**config.mk**
```make
export PLATFORM = sky130hd
export DESIGN_NAME = scb_div
export DESIGN_NICKNAME = d
export VERILOG_FILES = /design/src/scb_div.sv
export SDC_FILE = /design/constraint.sdc
export NUM_CORES = 1
export LEC_CHECK = 0
export BUFFER_PORTS_ARGS = -buffer_cell sky130_fd_sc_hd__buf_2
export CORE_ASPECT_RATIO = 1.25
export CORE_MARGIN = 5
export CORE_UTILIZATION = 49
export CTS_CLUSTER_SIZE = 14
export DETAILED_ROUTE_END_ITERATION = 10
export PLACE_DENSITY = 0.76
export SYNTH_ARGS = -nofsm -noshare
export SYNTH_HDL_FRONTEND = slang
export SYNTH_SLANG_ARGS = --single-unit
```
**constraint.sdc**
```tcl
create_clock -name clk_i -period 2.5 [get_ports clk_i]
set_input_delay 0.125 -clock clk_i [delete_from_list [all_inputs] [get_ports clk_i]]
set_output_delay 0.125 -clock clk_i [all_outputs]
set_load 0.03 [all_outputs]
```
**src/scb_div.sv**
```systemverilog
// ----------------------------------------------------------------------------
// scb_div: iterative unsigned divider
// Restoring division, one quotient bit per cycle; done pulses when the last quotient bit is formed.
// ----------------------------------------------------------------------------
`default_nettype none
module scb_div #(
  parameter int unsigned NW = 28,
  parameter int unsigned DW = 11
) (
  input  wire logic          clk_i,
  input  wire logic          rst_ni,
  input  wire logic          start_i,
  input  wire logic [NW-1:0] dividend_i,
  input  wire logic [DW-1:0] divisor_i,
  output logic               done_o,
  output logic      [NW-1:0] quotient_o
);

  localparam int unsigned CW = $clog2(NW + 1);

  logic [DW-1:0] rem_q, dvs_q;
  logic [NW-1:0] quo_q;
  logic [CW-1:0] cnt_q;
  logic          busy_q, done_q;
  logic [DW:0]   trial;
  logic          fits;

  // shift in the next dividend bit and try a subtract
  assign trial = {rem_q, quo_q[NW-1]};
  assign fits  = (trial >= {1'b0, dvs_q});

  always_ff @(posedge clk_i or negedge rst_ni) begin
    if (!rst_ni) begin
      rem_q  <= '0;
      dvs_q  <= '0;
      quo_q  <= '0;
      cnt_q  <= '0;
      busy_q <= 1'b0;
      done_q <= 1'b0;
    end else begin
      done_q <= 1'b0;
      if (start_i) begin
        rem_q  <= '0;
        dvs_q  <= divisor_i;
        quo_q  <= dividend_i;
        cnt_q  <= CW'(NW);
        busy_q <= 1'b1;
      end else if (busy_q) begin
        rem_q <= fits ? DW'(trial - {1'b0, dvs_q}) : trial[DW-1:0];
        quo_q <= {quo_q[NW-2:0], fits};
        cnt_q <= cnt_q - 1'b1;
        if (cnt_q == CW'(1)) begin
          busy_q <= 1'b0;
          done_q <= 1'b1;
        end
      end
    end
  end

  assign done_o     = done_q;
  assign quotient_o = quo_q;

endmodule
`default_nettype wire

```
==> impl_results.md <==
* Setup TNS at 0 ns
* Rows at 32
* Vias in the first global route at 2,624
* Async S/R FF share, synth at 100%
* Syn Inst Count at 333
* Synth Area in Adders at 5.79%
* Largest family of logic cells by synthesized area: compound AO/OA/AOI/OAI gates
* Setup crit end kind: flop
* Final Max Slew Viols at 0
* DR vias/cell at 5.21
* Worst path bufs/invs at 2
* Die Y-Extent at 99.7 um
* Outcome: complete, no violations
* Most numerous cell on the critical path: inv_1
* Clock tree buffer depth at 2
* GR Overflow Total at 0
* Compound-gate portion of the synthesized area at 17.6%
* Vias at 2,668
* Kind of critical path: flop to flop
* Power density over the cells at 866 mW/mm2
* Synth Area in XOR/XNOR at 2.78%
* Worst setup path startpoint: quotient_o[27]
* Hold Startpoint: dividend_i[19]
* Residual DRC at 0
* Crit-path max FO at 3
* Register bit total from synthesis at 57
* Syn Area/Cell at 9.48 um2
* CTS tree: built
* Antenna diodes at 0
* H-Tree Depth at 3
* CTS Root Cell: clkbuf_8
* DP Worst Slack at 0.00817 ns
* Worst Setup Start Kind: flop
* All-layer global routing usage at 19.2%
* Synth Area in Simple Gates at 14.0%
* Relative slew slack at 44.0%
* R2R depth at 10
* Period utilization at 93.5%
* CP arrival at 2.53 ns
* Net Count, Synth at 389
* Stages on the worst setup path at 10
* Post-synthesis mux area share at 10.1%
* Nets at 478
* Tmin final at 2.34 ns
* CP max-delay cell: dfrtp_1
* DP Wirelength at 5350 um
* Fin. Hold Viols at 0
* Drt first pass iters at 4
* Post-DRT Antenna Nets at 0
* Placer Congestion at 0.846
* CP required at 2.69 ns
* CORE AREA at 0.00621 mm2
* Largest net degree at the start of global routing at 41
* PortBufs at 70
* Filler cell count at 505
* DIE WIDTH at 81.8 um
* Post-Route WL at 7300 um
* Total Power at 3.46 mW
* Synth unique cells at 44
* Post-synthesis sequential area ratio at 45.2%
* Register area at 0.00143 mm2
* Path type of the worst min-delay path: input port to flop
* Die Area at 0.00815 mm2
* Min-Delay Path Depth at 3
* Final setup violation count at 0
* Final WS setup at 0.164 ns
* Slew @ Worst Pin at 0.840 ns
* First-pass GRT wire length at 12,200 um
* VDD IR-drop max at 0.369 mV
* Per-cell routed wire length at 14.3 um
* TritonCTS Sinks at 57
* EDFF count, synth at 0
* Clk slew on worst S/H paths at 0.07 ns
* Num ports at 71
* Worst stage delay on the critical path at 0.40 ns
* Initial antenna violation count at 0
* Worst skew pair latency at 0.33 ns
* Yosys warnings at 0
* Worst-path cell chain: inv_1, ha_1, inv_1, fa_2, a211oi_2, or2_1, o21ai_0, mux2_2, o21ai_1, a311oi_2
* Crit-path leading delay family: compound AO/OA/AOI/OAI gates
* FF-to-FF setup slack at 0.16 ns
* Multi-input gate area at 0.00160 mm2
* Max Clk Rate at 428 MHz
* Layout area overhead at 26.7%
* Launching point of the worst reg2reg path: quotient_o[27]
* Mapped Area at 0.00316 mm2
* Share of cells above drive strength 1 at 26.0%
* Util after Layout at 64.4%
* Reg2reg end: rem_q[10]
* Max cap viols at 0
* RSZ-0062 raised after global routing: no
* Leakage at 2.10 nW
* Ys flop type: dfrtp_1
* Initial Utilization at 50.8%
* TritonCTS Buffers at 9
* Hold Path End: quotient_o[19]
* Clock skew at 0.00771 ns
* DRT iter0 DRCs at 156
==> cell usage after synthesis (2+ instances only) <==
library cell	n	area share [%]
nand2_1	60	7.1
dfrtp_1	57	45
o21ai_0	43	6.8
mux2i_1	28	8.9
inv_1	18	2.1
nor2_1	17	2.0
clkbuf_1	14	1.7
ha_1	13	5.2
a21oi_1	9	1.4
xnor2_1	7	1.9
a311oi_2	6	2.9
nand3_1	6	0.95
a211oi_1	4	0.95
nor3_1	4	0.63
a31oi_1	3	0.59
o21ai_1	3	0.48
or3_1	3	0.59
xor2_1	3	0.83
a211oi_2	2	0.79
a21o_1	2	0.48
buf_2	2	0.32
mux2_2	2	0.71
nand2b_1	2	0.40
nor2b_1	2	0.40
nor4_1	2	0.40
o211ai_1	2	0.48
o21a_1	2	0.48
==> cells in the final DEF (no fill, tap or decap), types with 4 or more instances in the layout <==
| cell | count |
|---|---|
| buf_2 | 70 |
| buf_4 | 8 |
| nor3_1 | 4 |
| inv_1 | 18 |
| a21oi_1 | 9 |
| dfrtp_1 | 56 |
| nor2_1 | 17 |
| nand2_1 | 60 |
| dlygate4sd3_1 | 18 |
| clkbuf_8 | 9 |
| mux2i_1 | 28 |
| o21ai_0 | 43 |
| ha_1 | 13 |
| nand3_1 | 6 |
| a311oi_2 | 6 |
| xnor2_1 | 7 |
==> worst max-delay path by stage <==
stage / end / slack, ns
3_5_place_dp: rem_q[9] / 0.008
5_1_grt: rem_q[9] / 0.02
4_1_cts: rem_q[9] / 0.002
3_3_place_gp: rem_q[0] / 0.15
2_1_floorplan: rem_q[0] / 0.03
6_report: rem_q[10] / 0.16
==> where the power goes <==
part / internal (mW) / switching, mW
clock: 0.555 / 0.356
sequential: 1.05 / 0.116
combinational: 0.594 / 0.789
total: 2.20 / 1.26
==> logic make-up after synthesis <==
family / after synthesis
XOR/XNOR: 10
AO/OA/AOI/OAI: 83
buffers and inverters: 36
adder cells (fa/ha/maj): 14
multiplexers: 31
AND/OR/NAND/NOR: 102
flip-flops: 57
==> registers in the layout, summed over array words and instances (netlist names) <==
name / cells
busy_q: 1
cnt_q: 5
rem_q: 11
quotient_o: 28
done_o: 1
dvs_q: 11
==> area by class of cell <==
type / count / share of cell area [%]
Multi-Input combinational cell: 240 / 39.9
Inverter: 18 / 1.69
Clock buffer: 10 / 3.19
Tap cell: 85 / 2.66
Timing Repair Buffer: 96 / 14.8
Clock inverter: 6 / 2.07
Sequential cell: 57 / 35.7
==> routing by layer <==
layer | track usage (%) | share of wire (%) | wire length [um]
met5 | 0 | 0 | 0
met2 | 31.0 | 50 | 3660
met4 | 7.42 | 1.6 | 119
met3 | 4.35 | 4.5 | 327
met1 | 24.9 | 44 | 3190
==> worst register-to-register path: stages, from the launching register on <==
cell and delay (ns):
dfrtp_1 0.40, inv_1 0.08, ha_1 0.16, inv_1 0.06, fa_2 0.35, a211oi_2 0.28
or2_1 0.17, o21ai_0 0.13, mux2_2 0.30, o21ai_1 0.16, a311oi_2 0.11
==> metrics by stage <==
step	cell area, um2	instances	hold slack, ns
after floorplan	3160	333	-0.171
after global placement	3600	478	0.274
after detailed placement	3600	478	0.274
after CTS	4000	512	0.00250
after global routing	4000	512	0.0101
final	4000	512	0.00878
==> what timing repair did <==
| item | in CTS | in global routing |
|---|---|---|
| setup buffers | 0 | 0 |
| hold buffers | 18 | 0 |
| endpoints found under the hold margin | 56 | 0 |
| resized for setup | 0 | 2 |
| endpoints found under the setup margin | 0 | 11 |
Power figures use the tool's default switching activity.
